--- src/hw/rtl/rtv_ram.sv ---
// Generic single-write, single-read RAM with registered read data.
`default_nettype none
module rtv_ram #(
    parameter int WIDTH = 96,
    parameter int DEPTH = 32
) (
    input  wire logic                     i_clk,
    input  wire logic                     i_we,
    input  wire logic [$clog2(DEPTH)-1:0] i_waddr,
    input  wire logic [WIDTH-1:0]         i_wdata,
    input  wire logic                     i_re,
    input  wire logic [$clog2(DEPTH)-1:0] i_raddr,
    output logic      [WIDTH-1:0]         o_rdata
);
    logic [WIDTH-1:0] r_mem [DEPTH];

    always_ff @(posedge i_clk) begin
        if (i_we) begin
            r_mem[i_waddr] <= i_wdata;
        end
        if (i_re) begin
            o_rdata <= r_mem[i_raddr];
        end
    end
endmodule
`default_nettype wire

--- config.mk ---
export PLATFORM = sky130hd
export DESIGN_NAME = rtv_ram
export DESIGN_NICKNAME = d
export VERILOG_FILES = /design/src/hw/rtl/rtv_ram.sv
export SDC_FILE = /design/constraint.sdc
export NUM_CORES = 2
export LEC_CHECK = 0
export ABC_AREA = 1
export BUFFER_PORTS_ARGS = -buffer_cell sky130_fd_sc_hd__buf_2
export CAP_MARGIN = 20
export CORE_MARGIN = 5
export CORE_UTILIZATION = 25
export DETAILED_ROUTE_END_ITERATION = 8
export HOLD_SLACK_MARGIN = 0.05
export PLACE_DENSITY = 0.48
export SYNTH_ARGS = -nofsm -noshare
export SYNTH_HDL_FRONTEND = slang
export SYNTH_SLANG_ARGS = --single-unit
--- constraint.sdc ---
create_clock -name i_clk -period 14.44 [get_ports i_clk]
set_input_delay 2.888 -clock i_clk [delete_from_list [all_inputs] [get_ports i_clk]]
set_output_delay 2.888 -clock i_clk [all_outputs]
set_load 0.01 [all_outputs]
==> impl_metrics.py <==
metrics = {
    "clock_network": {
        "cts_buffers": 327,
        "cts_resized": 0,
        "holdBufCountCts": 0,
        "root_buffer": "clkbuf_16",
        "cts_tree": "built",
        "clk_latency_ns": 0.88,
        "clkTransAtPathRegs_ns": 0.06,
        "cts.sinks": 3168,
        "post_cts_buffers": 0,
        "h-tree-depth": 5,
        "cts_buffer_depth": 4,
    },
    "floorplanning": {
        "die_h_um": 720.1,
        "core_area_um2": 502000,
        "ioPinCount": 205,
        "dieWidth_um": 720.1,
        "fp-row-count": 260,
        "start_util": 0.2511,
        "fp.dieArea_um2": 518500,
    },
    "routing": {
        "drc": 0,
        "drt_wl_total_mm": 414.6,
        "ant_nets": 0,
        "via_per_inst": 4.693,
        "firstDrtPassIters": 6,
        "drt_iter0_drc": 8712,
        "vias": 80310,
        "wl_per_cell_um": 24.23,
    },
    "synthesis": {
        "synth_warnings": 0,
        "synthCells": 10125,
        "synth_seq_cells": 3168,
        "synth_nets": 10234,
        "yosys.area.top_type": "edfxtp_1",
        "synthDistinctLibCells": 14,
        "ys_seq_area_frac": 0.7547,
        "synth.avg_cell_area_um2": 12.45,
        "ys_top_cells_by_area": "edfxtp_1, nand3_1, nand2_1",
        "syn-cell-area_um2": 126000,
        "synth.top_cell.area_share": 0.7547,
    },
    "sta": {
        "fin_setup_tns_ns": 0,
        "drv_slew": 0,
        "fmax_mhz": 155.5,
        "setup_viol": 0,
        "worstMarginPinSlew_ns": 1.259,
        "hold_slack_ns": 0.7662,
        "skew_ns": 0.03458,
        "rsz0062_at_grt": "no",
        "period_minus_slack_ns": 6.431,
        "slew_headroom": 0.1608,
        "period_share": 0.4453,
        "finalHoldViolCount": 0,
    },
    "run": {
        "maxCapViolations": 0,
    },
    "grt": {
        "grt-ovfl-total": 0,
        "antenna_found_initial": 89,
        "grt_max_degree": 204,
        "track_usage": 0.1534,
        "grt_pass1_wl_mm": 582.2,
        "grt_pass1_vias": 75442,
    },
    "min_path": {
        "hold_path_class": "reg2reg",
        "worstHoldStart": "r_mem[4][85]",
        "hold_depth": 6,
        "hold_end": "o_rdata[85]",
    },
    "setup_path": {
        "end_kind": "flip-flop",
        "path_cells": "buf_12, buf_12, buf_4, buf_4, buf_4, nand2_1, nand3_1, nand3_1, nand3_1, nand3_1, nand2_1",
        "cp.required_ns": 15.16,
        "cp.arrival_ns": 7.15,
        "critPathLaunchType": "input port",
        "setup.worst_path.class": "in2reg",
        "crit_path_frequent_cell": "nand3_1",
        "cp_max_fo": 161,
        "cpMaxStageDelayCell": "buf_4",
        "r2r-end": "o_rdata[29]",
        "reg2reg_slack_ns": 12.81,
        "slowest_delay_ns": 0.81,
        "r2r-start": "r_mem[9][29]",
        "worst-r2r-cell-count": 8,
    },
    "final_layout": {
        "syn_to_final_growth_pct": 13.76,
        "layout-drive-gt1-share": 0.08017,
        "ff_latch_area_um2": 95130,
        "postLayoutCellArea_um2": 143400,
        "n_fill_cell": 51202,
        "layout.cells.non_filler": 17112,
        "multi_input_comb_area_um2": 27210,
        "final_nets": 10279,
    },
    "place": {
        "place_area_um2": 133400,
        "hpwl_mm": 196.8,
        "place.gp.congestion": 0.7207,
        "post-place-cells": 16522,
        "io_buffers": 204,
    },
    "power_and_ir_drop": {
        "p_leak_nw": 49.31,
        "power.density_nw_per_um2": 136.8,
        "vdd_drop_max_mv": 0.08572,
    },
    "outcome": {
        "status": "finished, final reports clean",
    },
}
-- metal layers --
metal,GRT usage,share of wire,vias to the layer above
li1,-,-,36123
met1,0.2213,0.45,40689
met2,0.2387,0.45,2852
met3,0.03062,0.074,602
met4,0.03231,0.022,44
met5,0,0.00065,-
-- cell families (layout without fill, tap and decap cells) --
| family | Yosys count | in the layout | synth area share |
|---|---|---|---|
| flops | 3168 | 3168 | 0.7547 |
| other cells | 0 | 16 | 0 |
| buf+inv | 670 | 960 | 0.03125 |
| simple gates | 6287 | 6287 | 0.2140 |
-- cell usage after synthesis --
cell type  number
nand2_1      3558
edfxtp_1     3168
nand3_1      2697
buf_2         380
buf_6          96
clkbuf_1       92
buf_4          54
buf_1          36
nor2_1         32
inv_1           6
buf_8           2
clkinv_1        2
inv_2           1
inv_4           1
-- worst max-delay path by stage --
| stage | start | to | slack, ns | depth (start not counted) |
|---|---|---|---|---|
| 2_1_floorplan | i_waddr[0] | r_mem[0][0] | 6.70 | 3 |
| 3_3_place_gp | i_raddr[0] | o_rdata[65] | 7.23 | 11 |
| 3_5_place_dp | i_raddr[0] | o_rdata[63] | 7.26 | 11 |
| 4_1_cts | i_raddr[0] | o_rdata[62] | 8.22 | 11 |
| 5_1_grt | i_raddr[0] | o_rdata[62] | 7.84 | 11 |
| 6_report | i_raddr[0] | o_rdata[62] | 8.01 | 11 |
-- power breakdown --
| group | switching [mW] | internal (mW) |
|---|---|---|
| clock network | 3.59 | 4.59 |
| registers | 0.0537 | 10.3 |
| logic | 0.861 | 0.264 |
| total | 4.50 | 15.1 |
-- area by class of cell --
| type | count | area share |
|---|---|---|
| inverters | 10 | 0.0005846 |
| clock inverters | 166 | 0.009511 |
| repair buffers | 376 | 0.01814 |
| multi-input cells | 6287 | 0.1898 |
| diodes | 16 | 0.0002792 |
| flip-flops and latches | 3168 | 0.6635 |
| well taps | 6681 | 0.05830 |
| clock buffers | 408 | 0.05993 |
-- through the flow --
stage | utilization | setup WS [ns] | power, mW
2_1_floorplan | - | 6.701 | 11.15
6_report | 0.2857 | 8.009 | 19.62
3_3_place_gp | 0.2657 | 7.230 | 11.65
5_1_grt | 0.2856 | 7.838 | 20.30
3_5_place_dp | 0.2657 | 7.258 | 11.65
4_1_cts | 0.2856 | 8.220 | 19.81
-- placed cells by master (no fill, tap or decap), drive strengths merged --
| master | Yosys | layout |
|---|---|---|
| nand3 | 2697 | 2697 |
| nor2 | 32 | 32 |
| edfxtp | 3168 | 3168 |
| clkinvlp | 0 | 2 |
| nand2 | 3558 | 3558 |
| clkbuf | 92 | 409 |
| inv | 8 | 20 |
| diode | 0 | 16 |
| buf | 568 | 375 |
| bufinv | 0 | 21 |
| clkinv | 2 | 133 |
-- critical path: cells and delay by family --
kind	cells	cell delay, ns
buf+inv	5	3.16
simple gates	6	0.67
-- sequential cells by signal, indices dropped and copies added (netlist names) --
signal,count
r_mem,3072
o_rdata,96
Power figures use the tool's default switching activity.
