### config.mk
export PLATFORM = sky130hd
export DESIGN_NAME = rtv_ctrl
export DESIGN_NICKNAME = d
export VERILOG_FILES = /design/src/hw/rtl/rtv_pkg.sv /design/src/hw/rtl/rtv_ctrl.sv
export SDC_FILE = /design/constraint.sdc
export NUM_CORES = 1
export LEC_CHECK = 0
export BUFFER_PORTS_ARGS = -buffer_cell sky130_fd_sc_hd__buf_2
export CORE_MARGIN = 2
export CORE_UTILIZATION = 23
export DETAILED_ROUTE_END_ITERATION = 8
export SYNTH_ARGS = -nofsm -noshare
export SYNTH_HDL_FRONTEND = slang
export SYNTH_SLANG_ARGS = --single-unit
### constraint.sdc
create_clock -name i_clk -period 5.9 [get_ports i_clk]
set_clock_uncertainty 0.1 [all_clocks]
set_input_delay 1.18 -clock i_clk [delete_from_list [all_inputs] [get_ports i_clk]]
set_output_delay 1.18 -clock i_clk [all_outputs]
set_load 0.05 [all_outputs]
### src/hw/rtl/rtv_pkg.sv
// Shared types and constants of the ribbon trail vertex generator.
`default_nettype none
package rtv_pkg;

    localparam int MAX_POINTS_DEF = 32;
    localparam int COORD_W        = 32;
    localparam int HW_W           = 24;
    localparam int ALONG_W        = 16;
    localparam logic [HW_W-1:0] HALF_WIDTH_RST = 24'd65536;

    // multiplier operand selections
    localparam logic [3:0] MI_L1C2      = 4'd0;
    localparam logic [3:0] MI_L2C1      = 4'd1;
    localparam logic [3:0] MI_L2C0      = 4'd2;
    localparam logic [3:0] MI_L0C2      = 4'd3;
    localparam logic [3:0] MI_L0C1      = 4'd4;
    localparam logic [3:0] MI_L1C0      = 4'd5;
    localparam logic [3:0] MI_SQ_FIRST  = 4'd6;
    localparam logic [3:0] MI_SQ_LAST   = 4'd8;
    localparam logic [3:0] MI_DIV_FIRST = 4'd9;
    localparam logic [3:0] MI_DIV_LAST  = 4'd11;

    localparam logic [4:0] SQRT_LAST_STEP = 5'd30;
    localparam logic [4:0] DIV_LAST_STEP  = 5'd24;

    typedef enum logic [3:0] {
        OP_NONE, OP_LOAD, OP_LINE, OP_MUL, OP_ACC, OP_MAG, OP_NORM, OP_ZERO,
        OP_SQINIT, OP_SQSTEP, OP_DIVSTEP, OP_DIVEND, OP_VTX, OP_ADV
    } t_op;

    typedef struct packed {
        t_op        op;
        logic [3:0] idx;
        logic       side;
    } t_dp_cmd;

    typedef struct packed {
        logic zero;
        logic norm_ok;
    } t_dp_sts;

endpackage
`default_nettype wire

### src/hw/rtl/rtv_ctrl.sv
// Sequencer: history pointers, segment walk and datapath command issue.
`default_nettype none
module rtv_ctrl import rtv_pkg::*; #(
    parameter int MAX_POINTS = MAX_POINTS_DEF
) (
    input  wire logic                          i_clk,
    input  wire logic                          i_rst_n,
    input  wire logic                          i_in_valid,
    input  wire logic                          i_in_cmd,
    output logic                               o_in_ready,
    output logic                               o_out_valid,
    input  wire logic                          i_out_ready,
    output logic [ALONG_W-1:0]                 o_along,
    output logic                               o_side,
    output logic                               o_last,
    input  wire t_dp_sts                       i_sts,
    output t_dp_cmd                            o_cmd,
    output logic                               o_we,
    output logic                               o_wzero,
    output logic [$clog2(MAX_POINTS)-1:0]      o_waddr,
    output logic                               o_re,
    output logic [$clog2(MAX_POINTS)-1:0]      o_raddr
);
    localparam int AW = $clog2(MAX_POINTS);
    localparam int CW = $clog2(MAX_POINTS + 1);
    localparam int RW = (MAX_POINTS > 2) ? $clog2(MAX_POINTS) : 1;
    localparam logic [ALONG_W-1:0] STEP_Q = ALONG_W'(65536 / MAX_POINTS);
    localparam logic [RW-1:0]      STEP_R = RW'(65536 % MAX_POINTS);
    localparam logic [AW-1:0]      SLOT_TOP = AW'(MAX_POINTS - 1);
    localparam logic [CW-1:0]      CNT_MAX  = CW'(MAX_POINTS);

    typedef enum logic [13:0] {
        S_IDLE = 14'b00000000000001,
        S_RD   = 14'b00000000000010,
        S_LINE = 14'b00000000000100,
        S_MUL  = 14'b00000000001000,
        S_ACC  = 14'b00000000010000,
        S_MAG  = 14'b00000000100000,
        S_CHK  = 14'b00000001000000,
        S_NORM = 14'b00000010000000,
        S_SQI  = 14'b00000100000000,
        S_SQS  = 14'b00001000000000,
        S_DIV  = 14'b00010000000000,
        S_DEND = 14'b00100000000000,
        S_VTX  = 14'b01000000000000,
        S_EMIT = 14'b10000000000000
    } t_state;

    t_state            r_state, n_state;
    logic [AW-1:0]     r_newest, n_newest;
    logic [AW-1:0]     r_slot, n_slot;
    logic [CW-1:0]     r_count, n_count;
    logic [CW-1:0]     r_seg, n_seg;
    logic [3:0]        r_idx, n_idx;
    logic [4:0]        r_step, n_step;
    logic              r_side, n_side;
    logic              r_last, n_last;
    logic [ALONG_W-1:0] r_along, n_along;
    logic [RW-1:0]     r_arem, n_arem;

    logic [AW-1:0]     slot_inc, slot_dec;
    logic [CW-1:0]     cnt_inc;
    logic [RW:0]       arem_sum;

    always_comb begin
        slot_inc = (r_newest == SLOT_TOP) ? '0 : r_newest + 1'b1;
        slot_dec = (r_slot == '0) ? SLOT_TOP : r_slot - 1'b1;
        cnt_inc  = (r_count < CNT_MAX) ? r_count + 1'b1 : r_count;
        arem_sum = {1'b0, r_arem} + {1'b0, STEP_R};
    end

    always_comb begin
        n_state  = r_state;
        n_newest = r_newest;
        n_slot   = r_slot;
        n_count  = r_count;
        n_seg    = r_seg;
        n_idx    = r_idx;
        n_step   = r_step;
        n_side   = r_side;
        n_last   = r_last;
        n_along  = r_along;
        n_arem   = r_arem;
        o_cmd    = '{op: OP_NONE, idx: r_idx, side: r_side};
        o_in_ready  = 1'b0;
        o_out_valid = 1'b0;
        o_we     = 1'b0;
        o_wzero  = 1'b0;
        o_waddr  = r_newest;
        o_re     = 1'b0;
        o_raddr  = slot_dec;
        case (r_state)
            S_IDLE: begin
                o_in_ready = 1'b1;
                if (i_in_valid) begin
                    o_we = 1'b1;
                    if (i_in_cmd) begin
                        o_wzero = 1'b1;
                        n_count = CW'(1);
                    end else begin
                        o_waddr   = slot_inc;
                        o_cmd.op  = OP_LOAD;
                        n_newest  = slot_inc;
                        n_slot    = slot_inc;
                        n_count   = cnt_inc;
                        n_seg     = '0;
                        n_along   = '0;
                        n_arem    = '0;
                        n_side    = 1'b0;
                        if (cnt_inc >= CW'(2)) n_state = S_RD;
                    end
                end
            end
            S_RD: begin
                o_re    = 1'b1;
                n_slot  = slot_dec;
                n_state = S_LINE;
            end
            S_LINE: begin
                o_cmd.op = OP_LINE;
                n_idx    = MI_L1C2;
                n_state  = S_MUL;
            end
            S_MUL: begin
                o_cmd.op = OP_MUL;
                n_state  = S_ACC;
            end
            S_ACC: begin
                o_cmd.op = OP_ACC;
                if (r_idx inside {[MI_DIV_FIRST:MI_DIV_LAST]}) begin
                    n_step  = '0;
                    n_state = S_DIV;
                end else begin
                    n_idx = r_idx + 1'b1;
                    if (r_idx == MI_L1C0)         n_state = S_MAG;
                    else if (r_idx == MI_SQ_LAST) n_state = S_SQI;
                    else                          n_state = S_MUL;
                end
            end
            S_MAG: begin
                o_cmd.op = OP_MAG;
                n_state  = S_CHK;
            end
            S_CHK: begin
                if (i_sts.zero) begin
                    o_cmd.op = OP_ZERO;
                    n_state  = S_VTX;
                end else begin
                    n_state  = S_NORM;
                end
            end
            S_NORM: begin
                if (i_sts.norm_ok) n_state = S_MUL;
                else               o_cmd.op = OP_NORM;
            end
            S_SQI: begin
                o_cmd.op = OP_SQINIT;
                n_step   = '0;
                n_state  = S_SQS;
            end
            S_SQS: begin
                o_cmd.op = OP_SQSTEP;
                n_step   = r_step + 1'b1;
                if (r_step == SQRT_LAST_STEP) n_state = S_MUL;
            end
            S_DIV: begin
                o_cmd.op = OP_DIVSTEP;
                n_step   = r_step + 1'b1;
                if (r_step == DIV_LAST_STEP) n_state = S_DEND;
            end
            S_DEND: begin
                o_cmd.op = OP_DIVEND;
                n_idx    = r_idx + 1'b1;
                n_state  = (r_idx == MI_DIV_LAST) ? S_VTX : S_MUL;
            end
            S_VTX: begin
                o_cmd.op = OP_VTX;
                n_last   = r_side & (({1'b0, r_seg} + (CW+1)'(2)) >= {1'b0, r_count});
                n_state  = S_EMIT;
            end
            S_EMIT: begin
                o_out_valid = 1'b1;
                if (i_out_ready) begin
                    if (!r_side) begin
                        n_side  = 1'b1;
                        n_state = S_VTX;
                    end else begin
                        n_side = 1'b0;
                        if (r_last) begin
                            n_state = S_IDLE;
                        end else begin
                            o_cmd.op = OP_ADV;
                            n_seg    = r_seg + 1'b1;
                            if (arem_sum >= (RW+1)'(MAX_POINTS)) begin
                                n_arem  = RW'(arem_sum - (RW+1)'(MAX_POINTS));
                                n_along = r_along + STEP_Q + 1'b1;
                            end else begin
                                n_arem  = RW'(arem_sum);
                                n_along = r_along + STEP_Q;
                            end
                            n_state = S_RD;
                        end
                    end
                end
            end
            default: n_state = S_IDLE;
        endcase
    end

    always_ff @(posedge i_clk) begin
        if (!i_rst_n) begin
            r_state  <= S_IDLE;
            r_newest <= '0;
            r_count  <= '0;
            r_side   <= 1'b0;
            r_last   <= 1'b0;
        end else begin
            r_state  <= n_state;
            r_newest <= n_newest;
            r_count  <= n_count;
            r_side   <= n_side;
            r_last   <= n_last;
        end
    end

    always_ff @(posedge i_clk) begin
        r_slot  <= n_slot;
        r_seg   <= n_seg;
        r_idx   <= n_idx;
        r_step  <= n_step;
        r_along <= n_along;
        r_arem  <= n_arem;
    end

    assign o_along = r_along;
    assign o_side  = r_side;
    assign o_last  = r_last;
endmodule
`default_nettype wire

==> results.ini <==
[setup_path]
worstPathArrival_ns = 3.14
rrSetupSlack_ns = 2.62
endpoint = o_cmd[5]
r2r-start = r_state[9]$_SDFFE_PN0P_
crit_path_start = r_state[9]$_SDFFE_PN0P_
cp-end-kind = primary output
worstSetupPathType = flop to primary output
path_max_fanout = 10
reg2reg_to = o_along[14]$_SDFFCE_PN0P_
worst_setup_path_start_kind = flop
required_ns = 4.62
r2r_cells = 8

[floorplanning]
die_w_um = 125
ios = 49
row_count = 44
die_y_um = 125
dieArea_um2 = 15700
initial_core_util_pct = 23.4
core-area_um2 = 14500

[global_route]
grt_use_met3_pct = 1.80
met2_usage_pct = 15.6
grt_pass1_vias = 2548
grt_remaining_overflow = 0
antenna_found_initial = 0
grt-busiest-layer = met2
grt_pass1_wl_um = 12600
grt_max_degree = 20
gr-usage-met1_pct = 13.2
grt_usage_pct = 9.72

[yosys]
ys_async_sr_fraction_pct = 0
synth_seq_cells = 52
yosys_warnings = 0
syn_inst = 385
synth_flop_cell = dfxtp_1
syn-cell-area_um2 = 3390
synth_edf_count = 25
avgSynthCellArea_um2 = 8.81
ys_types = 54
ys_seq_area_share_pct = 38.1

[placement]
io_buffers = 37
dp_hpwl_um = 5970
dpl_cell_area_um2 = 3690
gp_congestion = 0.903

[layout]
n_antenna_cell = 0
drive_gt1_share_pct = 13.6
finish.instance_area_um2 = 3890
utilization_pct = 26.9
fin_nets = 439
syn2layout_area_growth_pct = 14.8

[timing]
fmax_mhz = 226
rsz0062_at_grt = no
report.final.slew_viol_count = 0
fin_crit_sh_pct = 74.9
setup-tns-final_ns = 0
timing.slew.headroom_pct = 37.9
hold_viol_final = 0
fin_crit_ns = 4.42
holdWs_ns = 0.429
tightest_slew_ns = 0.922
setup_viol = 0

[clocking]
cts_setup_buffers = 0
clkLatencyLatePin_ns = 0.29
cts.sinks = 52
cts_root_buf = clkbuf_16
cts_hold_buf = 0
clock_path_buffers = 2
cts_tree = built
htreeDepth = 2
clkTransAtPathRegs_ns = 0.07
cts.repair.resized = 0
cts_buffers = 5

[drt]
ant_nets = 0
drtIter0Drc = 362
wire_per_inst_um = 13.1
viasPerCell = 4.71
drc = 0
drt_pre_antenna_iters = 5
wl_um = 7820
num_vias = 2809

[min_path]
hp-start = r_count[0]$_SDFFE_PN0P_
hp-class = flop to flop

[flow_run]
drv_cap = 0

[power_and_ir_drop]
pwr-share-clk_pct = 36.4
ir_worst_vdd_mv = 0.179
swShare_pct = 31.7
p_int_uw = 724
sequentialPowerShare_pct = 39.7
comb_power_share_pct = 23.9
p_leak_uw = 0.00159
power_uw = 1060
power_switching_uw = 336
pwr_density_cell_nw_per_um2 = 272

[status]
outcome = finished, final reports clean

==> cell families (layout without fill, tap and decap cells) <==
family | count (synthesis) | after routing | synth area share [%]
AO/OA/AOI/OAI | 50 | 50 | 9.96
XOR/XNOR | 26 | 26 | 6.72
adder cells (fa/ha/maj) | 20 | 20 | 7.38
buffers and inverters | 50 | 68 | 7.23
flip-flops | 52 | 52 | 38.1
multiplexers | 5 | 5 | 1.62
other | 1 | 11 | 0.111
AND/OR/NAND/NOR | 181 | 181 | 28.9
==> metal layers <==
layer / wire length [um] / up-vias
li1: - / 1387
met1: 3580 / 1297
met2: 3570 / 111
met3: 527 / 14
met4: 142 / 0
met5: 0 / -
==> flip-flops by register name, summed over array words and instances (netlist names) <==
register  count
r_seg         6
r_state      14
r_idx         4
o_side        1
o_along       5
r_count       6
o_last        1
r_step        5
r_newest      5
r_slot        5
==> metrics by stage <==
step	setup slack, ns	std cells
floorplan	2.05	395
global placement	1.83	589
detailed placement	1.77	589
CTS	1.46	597
global route	1.17	597
finish	1.48	597
==> Yosys cell counts, types with 4 or more instances <==
master / count / area (um2)
xnor2_1: 12 / 105
edfxtp_1: 25 / 751
nor2b_1: 12 / 75.1
xor2_1: 14 / 123
nor4_1: 4 / 25.0
o21ai_0: 15 / 75.1
a21oi_1: 9 / 45.0
nand2b_1: 8 / 50.1
dfxtp_1: 27 / 541
inv_1: 21 / 78.8
a21o_1: 4 / 30.0
clkbuf_1: 11 / 41.3
nand4_1: 9 / 56.3
nand3_1: 23 / 115
nand2_1: 29 / 109
a31oi_1: 6 / 37.5
and2_1: 7 / 43.8
and3_1: 6 / 37.5
buf_4: 12 / 90.1
nor3_1: 13 / 65.1
ha_1: 20 / 250
o31ai_1: 4 / 30.0
nor2_1: 43 / 161
==> cell type report <==
| cell class | count | area, um2 |
|---|---|---|
| Fill cell | 1552 | 10600 |
| Multi-Input combinational cell | 293 | 1890 |
| Sequential cell | 52 | 1290 |
| Tap cell | 184 | 230 |
| Timing Repair Buffer | 37 | 185 |
| Clock buffer | 7 | 175 |
| Inverter | 23 | 87.6 |
| Clock inverter | 1 | 30.0 |
==> worst min path at each step <==
stage	slack (ns)	depth (start not counted)	endpoint
finish	0.43	1	r_count[0]$_SDFFE_PN0P_
global route	0.49	1	r_count[0]$_SDFFE_PN0P_
CTS	0.43	1	r_count[0]$_SDFFE_PN0P_
detailed placement	0.42	1	r_count[0]$_SDFFE_PN0P_
global placement	0.42	1	r_count[0]$_SDFFE_PN0P_
floorplan	0.37	1	r_count[0]$_SDFFE_PN0P_
==> critical path: stages, from the launching register on <==
cell and delay, ns:
dfxtp_1 0.39, nor4_1 0.58, nand3_1 0.32, or3_1 0.61, inv_2 0.17, nand2_1 0.08
nor2_1 0.17, nand2_1 0.12, nand3_1 0.12, buf_2 0.29
==> cell usage in the layout, fill, tap and decap left out, types with 2 or more instances in the layout <==
cell and instances:
o21a_1 3, and4_1 2, conb_1 11, mux2_1 3, dfxtp_1 27, and3_1 6, nor2_1 43, o31ai_1 4
or3_1 2, nand3_1 23, or4_1 2, nor4_1 4, xnor2_1 12, nand2b_1 8, nand4b_1 3, nor4b_1 3
a21o_1 4, xor2_1 14, and2_1 7, nor2b_1 12, o21ai_0 15, nand4_1 9, nand2_1 29, inv_1 21
nor3b_1 3, ha_1 20, nor3_1 13, and4b_1 2, a21oi_1 9, edfxtp_1 25, a21boi_0 3, buf_2 37
clkbuf_16 7, a31oi_1 6, or2_2 2, or4b_1 2
==> power groups by stage <==
| stage | Combinational, uW | Sequential (uW) | Clock, uW |
|---|---|---|---|
| 2_1_floorplan | 207 | 428 | 0 |
| 3_3_place_gp | 253 | 428 | 0 |
| 3_5_place_dp | 254 | 430 | 0 |
| 4_1_cts | 255 | 421 | 392 |
| 5_1_grt | 277 | 425 | 401 |
| 6_report | 254 | 421 | 385 |
No activity file was read; power rests on OpenSTA's default activity.
